===== config.mk =====
export PLATFORM = sky130hd
export DESIGN_NAME = bounded_id_list_search_evict_flat
export DESIGN_NICKNAME = d
export VERILOG_FILES = /design/src/rtl/blise_pkg.sv /design/src/rtl/blise_ifs.sv /design/src/rtl/bounded_id_list_search_evict.sv /design/src/rtl/blise_ctrl.sv /design/src/rtl/blise_dp.sv /design/src/flat_wrapper.sv
export VERILOG_INCLUDE_DIRS = /design/src /design/src/rtl
export SDC_FILE = /design/constraint.sdc
export NUM_CORES = 1
export LEC_CHECK = 0
export BUFFER_PORTS_ARGS = -buffer_cell sky130_fd_sc_hd__buf_2
export CORE_ASPECT_RATIO = 0.9
export CORE_MARGIN = 4
export CORE_UTILIZATION = 40
export CTS_BUF_LIST = sky130_fd_sc_hd__clkbuf_2
export DETAILED_ROUTE_END_ITERATION = 10
export PLACE_DENSITY = 0.59
export RECOVER_POWER = 50
export SLEW_MARGIN = 20
export SYNTH_ARGS = -nofsm -noshare
export SYNTH_HDL_FRONTEND = slang
export SYNTH_SLANG_ARGS = --single-unit

===== constraint.sdc =====
create_clock -name clk -period 9.65 [get_ports clk]
set_input_delay 0.965 -clock clk [delete_from_list [all_inputs] [get_ports clk]]
set_output_delay 0.965 -clock clk [all_outputs]
set_load 0.01 [all_outputs]

===== src/rtl/bounded_id_list_search_evict_assert.svh =====
// Assertion macros for the bounded identifier list block
`ifndef BOUNDED_ID_LIST_SEARCH_EVICT_ASSERT_SVH
`define BOUNDED_ID_LIST_SEARCH_EVICT_ASSERT_SVH

`ifndef SYNTHESIS
// same-cycle implication, checked out of reset
`define BLISE_ASSERT_IMPLIES(label, clk, rst_n, ante, cons, msg) \
  label: assert property (@(posedge clk) disable iff (!rst_n) (ante) |-> (cons)) \
    else $error(msg);
// next-cycle implication, checked out of reset
`define BLISE_ASSERT_NEXT(label, clk, rst_n, ante, cons, msg) \
  label: assert property (@(posedge clk) disable iff (!rst_n) (ante) |=> (cons)) \
    else $error(msg);
`else
`define BLISE_ASSERT_IMPLIES(label, clk, rst_n, ante, cons, msg)
`define BLISE_ASSERT_NEXT(label, clk, rst_n, ante, cons, msg)
`endif

`endif


===== src/rtl/blise_pkg.sv =====
// Shared types and constants for the bounded identifier list
`default_nettype none

package blise_pkg;

  localparam int OP_W  = 3;
  localparam int CFG_W = 5;

  typedef enum logic [OP_W-1:0] {
    OP_ADD    = 3'd0,
    OP_FIND   = 3'd1,
    OP_REMOVE = 3'd2,
    OP_READ   = 3'd3,
    OP_STATS  = 3'd4
  } op_t;

  // controller to datapath
  typedef struct packed {
    logic cfg_load;
    logic capture;
    logic exec;
  } blise_cmd_t;

  // datapath to controller
  typedef struct packed {
    logic out_free;
  } blise_stat_t;

endpackage

`default_nettype wire


===== src/rtl/blise_ifs.sv =====
// Channel interfaces: input items, result items and the configuration write
`default_nettype none

interface blise_in_if import blise_pkg::*; #(
  parameter int ID_W  = 32,
  parameter int POS_W = 4
) ();
  logic              valid;
  logic              ready;
  logic [OP_W-1:0]   operation;
  logic [ID_W-1:0]   partner_id;
  logic [POS_W-1:0]  position;

  modport source (output valid, output operation, output partner_id, output position,
                  input ready);
  modport sink   (input valid, input operation, input partner_id, input position,
                  output ready);
endinterface

interface blise_out_if #(
  parameter int ID_W  = 32,
  parameter int POS_W = 4,
  parameter int CNT_W = 5
) ();
  logic              valid;
  logic              ready;
  logic              found;
  logic [POS_W-1:0]  found_position;
  logic [ID_W-1:0]   entry_id;
  logic              entry_valid;
  logic [CNT_W-1:0]  used_count;
  logic [CNT_W-1:0]  max_used;
  logic              error;

  modport source (output valid, output found, output found_position, output entry_id,
                  output entry_valid, output used_count, output max_used, output error,
                  input ready);
  modport sink   (input valid, input found, input found_position, input entry_id,
                  input entry_valid, input used_count, input max_used, input error,
                  output ready);
endinterface

interface blise_cfg_if import blise_pkg::*; ();
  logic              valid;
  logic              ready;
  logic [CFG_W-1:0]  mem_size;

  modport source (output valid, output mem_size, input ready);
  modport sink   (input valid, input mem_size, output ready);
endinterface

`default_nettype wire


===== src/rtl/bounded_id_list_search_evict.sv =====
// The accepting edge registers the compare of every cell; the execute state then shifts the
// cells and loads the result register. Items are taken one at a time: none is accepted while
// one executes, and a waiting result holds off the next item.
// A configuration write is always taken, loads the clipped size and empties the list.
// Reset (rst_n low, synchronous) clears size, count, peak and result valid;
// cell contents are not cleared and need no clearing pass.
`default_nettype none

`include "bounded_id_list_search_evict_assert.svh"

module bounded_id_list_search_evict import blise_pkg::*; #(
  parameter int DEPTH   = 16,
  parameter int ID_BITS = 32
) (
  input  wire logic   clk,
  input  wire logic   rst_n,
  blise_in_if.sink    in_if,
  blise_out_if.source out_if,
  blise_cfg_if.sink   cfg_if
);

  localparam int POS_W = (DEPTH > 1) ? $clog2(DEPTH) : 1;
  localparam int CNT_W = $clog2(DEPTH + 1);

  blise_cmd_t  cmd;
  blise_stat_t stat;

  blise_ctrl u_ctrl (
    .clk       (clk),
    .rst_n     (rst_n),
    .in_valid  (in_if.valid),
    .in_ready  (in_if.ready),
    .cfg_valid (cfg_if.valid),
    .cfg_ready (cfg_if.ready),
    .stat      (stat),
    .cmd       (cmd)
  );

  blise_dp #(
    .DEPTH (DEPTH),
    .ID_W  (ID_BITS),
    .POS_W (POS_W),
    .CNT_W (CNT_W)
  ) u_dp (
    .clk           (clk),
    .rst_n         (rst_n),
    .cmd           (cmd),
    .stat          (stat),
    .cfg_mem_size  (cfg_if.mem_size),
    .in_operation  (in_if.operation),
    .in_partner_id (in_if.partner_id),
    .in_position   (in_if.position),
    .out_if        (out_if)
  );

  `BLISE_ASSERT_IMPLIES(a_found_below_count, clk, rst_n, out_if.valid && out_if.found, CNT_W'(out_if.found_position) < out_if.used_count, "match position not below used count")
  `BLISE_ASSERT_NEXT(a_one_item_at_a_time, clk, rst_n, in_if.valid && in_if.ready, !in_if.ready, "item accepted while the previous one executes")
  `BLISE_ASSERT_IMPLIES(a_read_valid_no_error, clk, rst_n, out_if.valid && out_if.entry_valid, !out_if.error && (out_if.used_count != '0), "valid read with error flag or empty list")

endmodule

`default_nettype wire


===== src/rtl/blise_ctrl.sv =====
// Controller: sequences capture and execute of one item at a time
`default_nettype none

module blise_ctrl import blise_pkg::*; (
  input  wire logic        clk,
  input  wire logic        rst_n,
  input  wire logic        in_valid,
  output logic             in_ready,
  input  wire logic        cfg_valid,
  output logic             cfg_ready,
  input  wire blise_stat_t stat,
  output blise_cmd_t       cmd
);

  typedef enum logic {
    ST_IDLE,
    ST_EXEC
  } state_t;

  state_t state_r;
  state_t state_nxt;

  // take an item only when the result register will be free for it
  assign in_ready  = (state_r == ST_IDLE) && stat.out_free;
  assign cfg_ready = 1'b1;

  always_comb begin
    cmd.cfg_load = cfg_valid;
    cmd.capture  = in_valid && in_ready;
    cmd.exec     = (state_r == ST_EXEC);
    state_nxt    = state_r;
    case (state_r)
      ST_IDLE: begin
        if (in_valid && in_ready) begin
          state_nxt = ST_EXEC;
        end
      end
      ST_EXEC: begin
        state_nxt = ST_IDLE;
      end
      default: begin
        state_nxt = ST_IDLE;
      end
    endcase
  end

  always_ff @(posedge clk) begin
    if (!rst_n) begin
      state_r <= ST_IDLE;
    end else begin
      state_r <= state_nxt;
    end
  end

endmodule

`default_nettype wire


===== src/rtl/blise_dp.sv =====
// Datapath: list cells, compare row, shift and result register
`default_nettype none

module blise_dp import blise_pkg::*; #(
  parameter int DEPTH = 16,
  parameter int ID_W  = 32,
  parameter int POS_W = 4,
  parameter int CNT_W = 5
) (
  input  wire logic              clk,
  input  wire logic              rst_n,
  input  wire blise_cmd_t        cmd,
  output blise_stat_t            stat,
  input  wire logic [CFG_W-1:0]  cfg_mem_size,
  input  wire logic [OP_W-1:0]   in_operation,
  input  wire logic [ID_W-1:0]   in_partner_id,
  input  wire logic [POS_W-1:0]  in_position,
  blise_out_if.source            out_if
);

  localparam int CMP_W = (CFG_W > CNT_W) ? CFG_W : CNT_W;

  logic [ID_W-1:0]  entries_r [DEPTH];
  logic [DEPTH-1:0] match_r;
  op_t              op_r;
  logic [ID_W-1:0]  id_r;
  logic [POS_W-1:0] pos_r;
  logic [CNT_W-1:0] cap_r;
  logic [CNT_W-1:0] used_r;
  logic [CNT_W-1:0] used_nxt;
  logic [CNT_W-1:0] peak_r;
  logic [CNT_W-1:0] peak_nxt;

  logic             out_valid_r;
  logic             out_valid_nxt;
  logic             found_r;
  logic [POS_W-1:0] found_pos_r;
  logic [ID_W-1:0]  entry_r;
  logic             entry_valid_r;
  logic             error_r;

  logic             res_found;
  logic [POS_W-1:0] res_found_pos;
  logic [ID_W-1:0]  res_entry;
  logic             res_entry_valid;
  logic             res_error;

  logic             shift_en;
  logic [POS_W-1:0] shift_from;
  logic             wr_en;
  logic [POS_W-1:0] wr_idx;
  logic [CNT_W-1:0] cap_new;
  logic [CMP_W-1:0] ms_ext;
  logic [CNT_W-1:0] pos_ext;

  // clip the written size to the number of cells
  assign ms_ext  = CMP_W'(cfg_mem_size);
  assign cap_new = (ms_ext < CMP_W'(DEPTH)) ? CNT_W'(ms_ext) : CNT_W'(DEPTH);
  assign pos_ext = CNT_W'(pos_r);

  assign stat.out_free = !out_valid_r || out_if.ready;

  always_comb begin
    shift_en        = 1'b0;
    shift_from      = '0;
    wr_en           = 1'b0;
    wr_idx          = '0;
    used_nxt        = used_r;
    peak_nxt        = peak_r;
    res_found       = 1'b0;
    res_found_pos   = '0;
    res_entry       = '0;
    res_entry_valid = 1'b0;
    res_error       = 1'b0;
    case (op_r)
      OP_ADD: begin
        if (cap_r != '0) begin
          wr_en = 1'b1;
          if (used_r >= cap_r) begin
            // evict the oldest: move all down, append at the top
            shift_en = 1'b1;
            wr_idx   = POS_W'(used_r - CNT_W'(1));
          end else begin
            wr_idx   = POS_W'(used_r);
            used_nxt = used_r + CNT_W'(1);
          end
          if (used_nxt > peak_r) begin
            peak_nxt = used_nxt;
          end
        end
      end
      OP_FIND: begin
        // lowest matching cell wins
        for (int i = DEPTH - 1; i >= 0; i--) begin
          if (match_r[i]) begin
            res_found     = 1'b1;
            res_found_pos = POS_W'(i);
          end
        end
      end
      OP_REMOVE: begin
        if (pos_ext < used_r) begin
          shift_en   = 1'b1;
          shift_from = pos_r;
          used_nxt   = used_r - CNT_W'(1);
        end else begin
          res_error = 1'b1;
        end
      end
      OP_READ: begin
        if (pos_ext < used_r) begin
          res_entry       = entries_r[pos_r];
          res_entry_valid = 1'b1;
        end else begin
          res_error = 1'b1;
        end
      end
      OP_STATS: begin
        peak_nxt = '0;
      end
      default: begin
      end
    endcase
  end

  for (genvar g = 0; g < DEPTH; g++) begin : g_cell
    if (g < DEPTH - 1) begin : g_shift
      always_ff @(posedge clk) begin
        if (cmd.exec) begin
          if (wr_en && (wr_idx == POS_W'(g))) begin
            entries_r[g] <= id_r;
          end else if (shift_en && (POS_W'(g) >= shift_from)) begin
            entries_r[g] <= entries_r[g+1];
          end
        end
      end
    end else begin : g_top
      always_ff @(posedge clk) begin
        if (cmd.exec && wr_en && (wr_idx == POS_W'(g))) begin
          entries_r[g] <= id_r;
        end
      end
    end

    // compare stage: one cell against the incoming identifier
    always_ff @(posedge clk) begin
      if (cmd.capture) begin
        match_r[g] <= (entries_r[g] == in_partner_id) && (CNT_W'(g) < used_r);
      end
    end
  end

  always_ff @(posedge clk) begin
    if (cmd.capture) begin
      op_r  <= op_t'(in_operation);
      id_r  <= in_partner_id;
      pos_r <= in_position;
    end
    if (cmd.exec) begin
      found_r       <= res_found;
      found_pos_r   <= res_found_pos;
      entry_r       <= res_entry;
      entry_valid_r <= res_entry_valid;
      error_r       <= res_error;
    end
  end

  always_comb begin
    out_valid_nxt = out_valid_r;
    if (cmd.exec) begin
      out_valid_nxt = 1'b1;
    end else if (out_if.ready) begin
      out_valid_nxt = 1'b0;
    end
  end

  always_ff @(posedge clk) begin
    if (!rst_n) begin
      cap_r       <= '0;
      used_r      <= '0;
      peak_r      <= '0;
      out_valid_r <= 1'b0;
    end else begin
      out_valid_r <= out_valid_nxt;
      if (cmd.cfg_load) begin
        cap_r  <= cap_new;
        used_r <= '0;
      end else if (cmd.exec) begin
        used_r <= used_nxt;
        peak_r <= peak_nxt;
      end
    end
  end

  assign out_if.valid          = out_valid_r;
  assign out_if.found          = found_r;
  assign out_if.found_position = found_pos_r;
  assign out_if.entry_id       = entry_r;
  assign out_if.entry_valid    = entry_valid_r;
  assign out_if.used_count     = used_r;
  assign out_if.max_used       = peak_r;
  assign out_if.error          = error_r;

endmodule

`default_nettype wire


===== src/flat_wrapper.sv =====
// flat-port wrapper written by rule: the top's interface ports become plain ports
module bounded_id_list_search_evict_flat import blise_pkg::*;
#(
  parameter int DEPTH   = 16,
  parameter int ID_BITS = 32
)
  (clk, rst_n, in_if_valid, in_if_operation, in_if_partner_id, in_if_position, in_if_ready, out_if_valid, out_if_found, out_if_found_position, out_if_entry_id, out_if_entry_valid, out_if_used_count, out_if_max_used, out_if_error, out_if_ready, cfg_if_valid, cfg_if_mem_size, cfg_if_ready);
  blise_in_if #(.ID_W(ID_BITS), .POS_W((4))) in_if_i ();
  blise_out_if #(.ID_W(ID_BITS), .POS_W((4)), .CNT_W((5))) out_if_i ();
  blise_cfg_if cfg_if_i ();
  input  wire logic clk;
  input  wire logic rst_n;
  input wire logic [$bits(in_if_i.valid)-1:0] in_if_valid;
  input wire logic [$bits(in_if_i.operation)-1:0] in_if_operation;
  input wire logic [$bits(in_if_i.partner_id)-1:0] in_if_partner_id;
  input wire logic [$bits(in_if_i.position)-1:0] in_if_position;
  output wire logic [$bits(in_if_i.ready)-1:0] in_if_ready;
  output wire logic [$bits(out_if_i.valid)-1:0] out_if_valid;
  output wire logic [$bits(out_if_i.found)-1:0] out_if_found;
  output wire logic [$bits(out_if_i.found_position)-1:0] out_if_found_position;
  output wire logic [$bits(out_if_i.entry_id)-1:0] out_if_entry_id;
  output wire logic [$bits(out_if_i.entry_valid)-1:0] out_if_entry_valid;
  output wire logic [$bits(out_if_i.used_count)-1:0] out_if_used_count;
  output wire logic [$bits(out_if_i.max_used)-1:0] out_if_max_used;
  output wire logic [$bits(out_if_i.error)-1:0] out_if_error;
  input wire logic [$bits(out_if_i.ready)-1:0] out_if_ready;
  input wire logic [$bits(cfg_if_i.valid)-1:0] cfg_if_valid;
  input wire logic [$bits(cfg_if_i.mem_size)-1:0] cfg_if_mem_size;
  output wire logic [$bits(cfg_if_i.ready)-1:0] cfg_if_ready;
  assign in_if_i.valid = in_if_valid;
  assign in_if_i.operation = in_if_operation;
  assign in_if_i.partner_id = in_if_partner_id;
  assign in_if_i.position = in_if_position;
  assign in_if_ready = in_if_i.ready;
  assign out_if_valid = out_if_i.valid;
  assign out_if_found = out_if_i.found;
  assign out_if_found_position = out_if_i.found_position;
  assign out_if_entry_id = out_if_i.entry_id;
  assign out_if_entry_valid = out_if_i.entry_valid;
  assign out_if_used_count = out_if_i.used_count;
  assign out_if_max_used = out_if_i.max_used;
  assign out_if_error = out_if_i.error;
  assign out_if_i.ready = out_if_ready;
  assign cfg_if_i.valid = cfg_if_valid;
  assign cfg_if_i.mem_size = cfg_if_mem_size;
  assign cfg_if_ready = cfg_if_i.ready;
  bounded_id_list_search_evict #(.DEPTH(DEPTH), .ID_BITS(ID_BITS)) u_core (.clk(clk), .rst_n(rst_n), .in_if(in_if_i), .out_if(out_if_i), .cfg_if(cfg_if_i));
endmodule

# Yosys cells after proc, flatten, opt, wreduce, memory -nomap -nowiden
# Memories as Yosys holds them, arrays and structs flattened. A register that Yosys moved wholly into a read port is not among the register bits.
# Cells that the tools add are included.
[totals]
reg_bits = 79
ramBits = 512
inputBits = 49
wordCells = 373
n_memories = 1
[classes]
n_addsub = 2
magnitude_cmp = 35
n_eq_ne = 38
muxes = 179
n_bitwise = 19
reduce_logical = 68
[mem_list]
columns = ["name", "depth", "word_bits", "rd", "rd_ports_with_merged_regs", "wr", "line_no", "rtl"]
rows = [
  ["u_core.u_dp.entries_r", 16, 32, 17, 1, 16, "blise_dp.sv:23", "logic [ID_W-1:0] entries_r [DEPTH];"],
]
[ops]
columns = ["cell", "n"]
rows = [
  ["$eq 32x32->1", 16],
  ["$mux 32", 15],
  ["$mux 1", 133],
  ["$mux 4", 13],
  ["$logic_and 1x1->1", 50],
  ["$lt 4x5->1 const A", 8],
  ["$mux 5", 8],
  ["$eq 4x4->1 const B", 8],
  ["$ge 4x4->1 const A", 7],
  ["$lt 3x5->1 const A", 4],
  ["$pmux 5 s2", 2],
  ["$eq 4x3->1 const B", 4],
  ["$ge 3x4->1 const A", 4],
  ["$or 1x1->1", 15],
  ["$mux 3", 4],
  ["$lt 1x5->1 const A", 2],
  ["$lt 2x5->1 const A", 2],
  ["$reduce_or 9->1", 1],
  ["$eq 4x2->1 const B", 2],
  ["$ge 1x4->1 const A", 2],
  ["$ge 2x4->1 const A", 2],
  ["$eq 3x2->1 const B", 2],
  ["$ne 2x2->1 const B", 3],
  ["$reduce_bool 2->1", 3],
  ["23 further kinds", 31],
]

# Depth between registers and ports, before layout
[depth]
word_depth = 16
mapped_depth = 15

# Cells and area by module
# From an unflattened synthesis, not the netlist that was laid out.
[hier_totals]
hier_cells = 2531
hier_area_um2 = 36704.0
[by_module_without_submodules]
columns = ["module", "instances", "cells_per_inst", "area_each_um2", "seq_area_each_um2"]
rows = [
  ["blise_dp", 1, 2523, 36628.9, 18517.8],
  ["blise_ctrl", 1, 8, 75.1, 20.0],
]

# Least setup slack after synthesis
# No wires, ideal clock.
[synth_path]
kind = "reg-to-reg"
from = "register u_core.u_dp.used_r[0] (netlist: u_core.u_dp.out_if.used_count[0])"
to = "memory u_core.u_dp.entries_r[4][0] (enable)"
setup_time_ns = 0.533
arrival_ns = 5.784
required_ns = 9.117
slack_ns = 3.333
stages_incl_launch_ff = 10
path_buffers = 2
cell_sequence = "dfxtp_1 -> buf_2 -> inv_2 -> ha_1 -> nor3b_1 -> o21a_1 -> buf_2 -> o21ai_0 -> a21o_1 -> o311ai_0"
[synth_lines]
columns = ["item", "line_no", "rtl"]
rows = [
  ["start: declaration", "blise_dp.sv:29", "logic [CNT_W-1:0] used_r;"],
  ["start signal: assignment", "blise_dp.sv:189", "used_r <= used_nxt;"],
  ["end: declaration", "blise_dp.sv:23", ""],
]

==> run summary <==
Iter 0 DRT Violations - 2760
Sw Share - 29.1%
# DRC - 0
Mux cell area share after synthesis - 25.1%
H-tree levels - 4
Status - complete, but fails checks
Post-synth net total - 2568
Register Area - 0.0185 mm2
Core Util, Final - 43.9%
Setup-failing EPs final - 0
Ys flop type - edfxtp_1
Netlist cell types - 80
Final Cycle Share - 71.2%
Grt met2 use - 40.1%
Reg2reg end - u_core.u_dp.entries_r[0][4]
Internal power - 0.00410 W
Post-synth EDFFs - 606
Global-route wire length before repair - 180 mm
Die area - 0.0966 mm2
M3 GR Usage - 5.14%
CTS root buf - clkbuf_2
Synth top area share - 49.6%
Hold Startpoint - in_if_operation[1]
Multi-input logic area - 0.0171 mm2
Reg power frac - 53.8%
Core ar. - 0.0910 mm2
Failing checks - max-capacitance violations, max-slew violations
HPWL reported at the end of detailed placement - 95.3 mm
Final #Nets - 2735
Crit Path Class - reg -> reg
Max stage delay on crit path - 2.29 ns
Top-count cell post-synth - edfxtp_1
Total GRT Usage - 26.3%
Yosys top cell by area - edfxtp_1
Total gr overflow - 0
Die Ht - 295 um
Worst path slowest cell - clkbuf_1
Worst-Margin Slew - 4.18 ns
Fillers - 8370
Synth Area in Compound Gates - 3.03%
Element type at the critical path end - flip-flop
Combinational fraction of design power - 12.4%
ANT nets after route - 0
CTS tree - done
Yosys warning count - 0
Clk_lat worst skew - 1.49 ns
Main area contributors after synthesis - edfxtp_1, mux2_2, mux4_2, xor2_1, xnor2_1
FF-to-FF path depth - 7
Hold Path End - u_core.u_dp.op_r[1]
Clock sink count - 623
M1 GR Usage - 37.5%
Mapped Area - 0.0367 mm2
Critical Path, Cell by Cell - clkbuf_1, o211ai_1, nor3_2, a21oi_1, a221oi_4, buf_4, a31o_2
Reg2reg setup slack - 2.78 ns
Pleak - 12.8 nW
MaxCap Viol Count - 41
Setup Skew - 0.0919 ns
Area growth, synth to finish - 9.11%
Total number of vias - 24100
Post-synth top cells - edfxtp_1, mux2_2, xor2_1
XOR/XNOR Fraction of Synth Area - 12.4%
Largest family of logic cells by synthesized area - multiplexers
Slew Viols, Final - 948
Mean Syn Cell Area - 14.6 um2
Minimum clock period - 6.87 ns
DR pass1 iterations - 6
Post_cts resized - 0
Ys async rst share - 0%
Seq/Total Area, Yosys - 50.6%
Hold Vio Cnt, Final - 0
Max FO, Critical Path - 51
Vias in the first global route - 24000
WL/cell - 32.0 um
Adder-cell share of the synthesized area - 0.546%
Slew margin rel. - -178%
Maximum VDD drop - 0.0000844 V
Setup TNS - 0 ns
Worst setup SP type - flip-flop
Num CTS Buffers - 169
Reg clk slew, reported paths - 0.10 ns
Layout cells sized above 1 - 33.4%
Post-Syn Instances - 2503
Largest net degree at the start of global routing - 109
NetSw - 0.00168 W
WP data arrival - 7.89 ns
Rows - 105
Hold path depth - 2
Clock Power Share - 33.7%
Reg2reg start - u_core.u_ctrl.state_r
#FFs+latches synth - 623
Final Wtd Congestion - 0.946
Drt total wl - 129 mm
Simple-gate share of the synthesized area - 5.40%
F_max - 146 MHz
Initial antenna violation count - 13
Gr busiest metal - met2
HP Class - in -> reg
Die width - 327 um
Max clock buf depth - 3
PortBufs - 99
Boundary Pins - 101
CP required - 10.67 ns
Initial Util - 40.3%
Via density - 6.00
Pwr per Cell Area - 144 mW/mm2
RSZ-0062 raised after global routing - no
[registers in the layout, summed over array words and instances, names as in the netlist]
| signal | flops |
|---|---|
| u_core.u_dp.out_if.entry_id | 32 |
| u_core.u_dp.out_if.error | 1 |
| u_core.u_dp.id_r | 32 |
| u_core.u_dp.entries_r | 512 |
| u_core.u_dp.pos_r | 4 |
| u_core.u_ctrl.state_r | 1 |
| u_core.u_dp.match_r | 16 |
| u_core.u_dp.out_if.used_count | 5 |
| u_core.u_dp.out_if.found | 1 |
| u_core.u_dp.cap_r | 5 |
| u_core.u_dp.op_r | 3 |
| u_core.u_dp.out_if.entry_valid | 1 |
| u_core.u_dp.out_if.max_used | 5 |
| u_core.u_dp.out_if.found_position | 4 |
| u_core.u_dp.out_if.valid | 1 |
[cells by family (layout without fill, tap and decap cells)]
logic type | Yosys count | in the layout
mux | 645 | 645
flops | 623 | 623
xor+xnor | 520 | 520
simple gates | 342 | 342
buf+inv | 222 | 505
compound gates | 134 | 134
fa+ha+maj | 16 | 16
other cells | 1 | 9
[power groups by stage]
stage / logic, W / registers, W / clock network (W)
after global placement: 0.000692 / 0.00316 / 0
after floorplan: 0.000473 / 0.00312 / 0
after detailed placement: 0.000700 / 0.00316 / 0
final: 0.000718 / 0.00311 / 0.00195
after global routing: 0.000750 / 0.00311 / 0.00214
after CTS: 0.000721 / 0.00310 / 0.00199
[per-stage QoR]
step                instance area (um2)  cells  total power [W]  hold slack, ns  setup slack, ns
floorplan                         36700   2503          0.00359           0.497             3.33
finish                            40000   4024          0.00577           0.221             2.78
CTS                               40300   4015          0.00581         0.00282             4.69
global route                      40000   4024          0.00600          0.0522             2.30
global placement                  38200   3674          0.00385           0.483             4.93
detailed placement                38300   3678          0.00386           0.495             4.83
[layer usage]
layer  vias up  wire, um
li1      10100         -
met1     12500     54800
met2      1339     57500
met3       218     12100
met4         4      4560
met5         -        24
[cell usage in the layout (no fill, tap or decap), types with 8 or more instances in the layout]
cell type	n
mux2_2	410
inv_1	20
xor2_1	266
nor2_1	27
mux4_2	160
o21ai_0	22
nand4_1	71
nor4_1	84
nand3_1	31
ha_1	16
dlygate4sd3_1	50
nor3_1	18
buf_2	24
dfxtp_1	16
buf_4	20
diode_2	8
nand2_1	26
clkbuf_1	94
xnor2_1	254
nor2b_1	46
mux2_1	70
edfxtp_1	606
clkinv_1	24
a21oi_1	28
clkbuf_2	251
[area by class of cell]
class,count,area share [%]
antenna,8,0.0501
clock buffer,251,3.14
clock inverter,36,0.585
inverter,24,0.225
multi-input combinational,1658,42.6
sequential,623,46.4
tap,1230,3.85
timing repair buffer,194,3.17
[critical path, delay by kind of cell (launching register included)]
kind / cells / cell delay (ns)
AOI/OAI and AO/OA: 4 / 2.59
buffers and inverters: 2 / 2.80
DFF: 1 / 0.32
and+or+nand+nor: 1 / 0.68
[worst max path at each step]
stage / end / cells after the start / slack [ns] / start
after floorplan: u_core.u_dp.entries_r[4][0] / 9 / 3.33 / u_core.u_dp.out_if.used_count[0]
after global placement: u_core.u_dp.entries_r[0][8] / 9 / 4.93 / u_core.u_dp.out_if.used_count[2]
after detailed placement: u_core.u_dp.entries_r[0][3] / 9 / 4.83 / u_core.u_dp.out_if.used_count[2]
after CTS: u_core.u_dp.entries_r[0][5] / 9 / 4.69 / u_core.u_dp.out_if.used_count[2]
after global routing: u_core.u_dp.entries_r[4][11] / 6 / 2.30 / u_core.u_ctrl.state_r
final: u_core.u_dp.entries_r[0][4] / 7 / 2.78 / u_core.u_ctrl.state_r
[timing repair]
action / 4_1_cts / 5_1_grt
hold buffers: 50 / 0
hold endpoints to repair: 57 / 0
buffers inserted: 0 / 0
No activity file was read; power rests on OpenSTA's default activity.
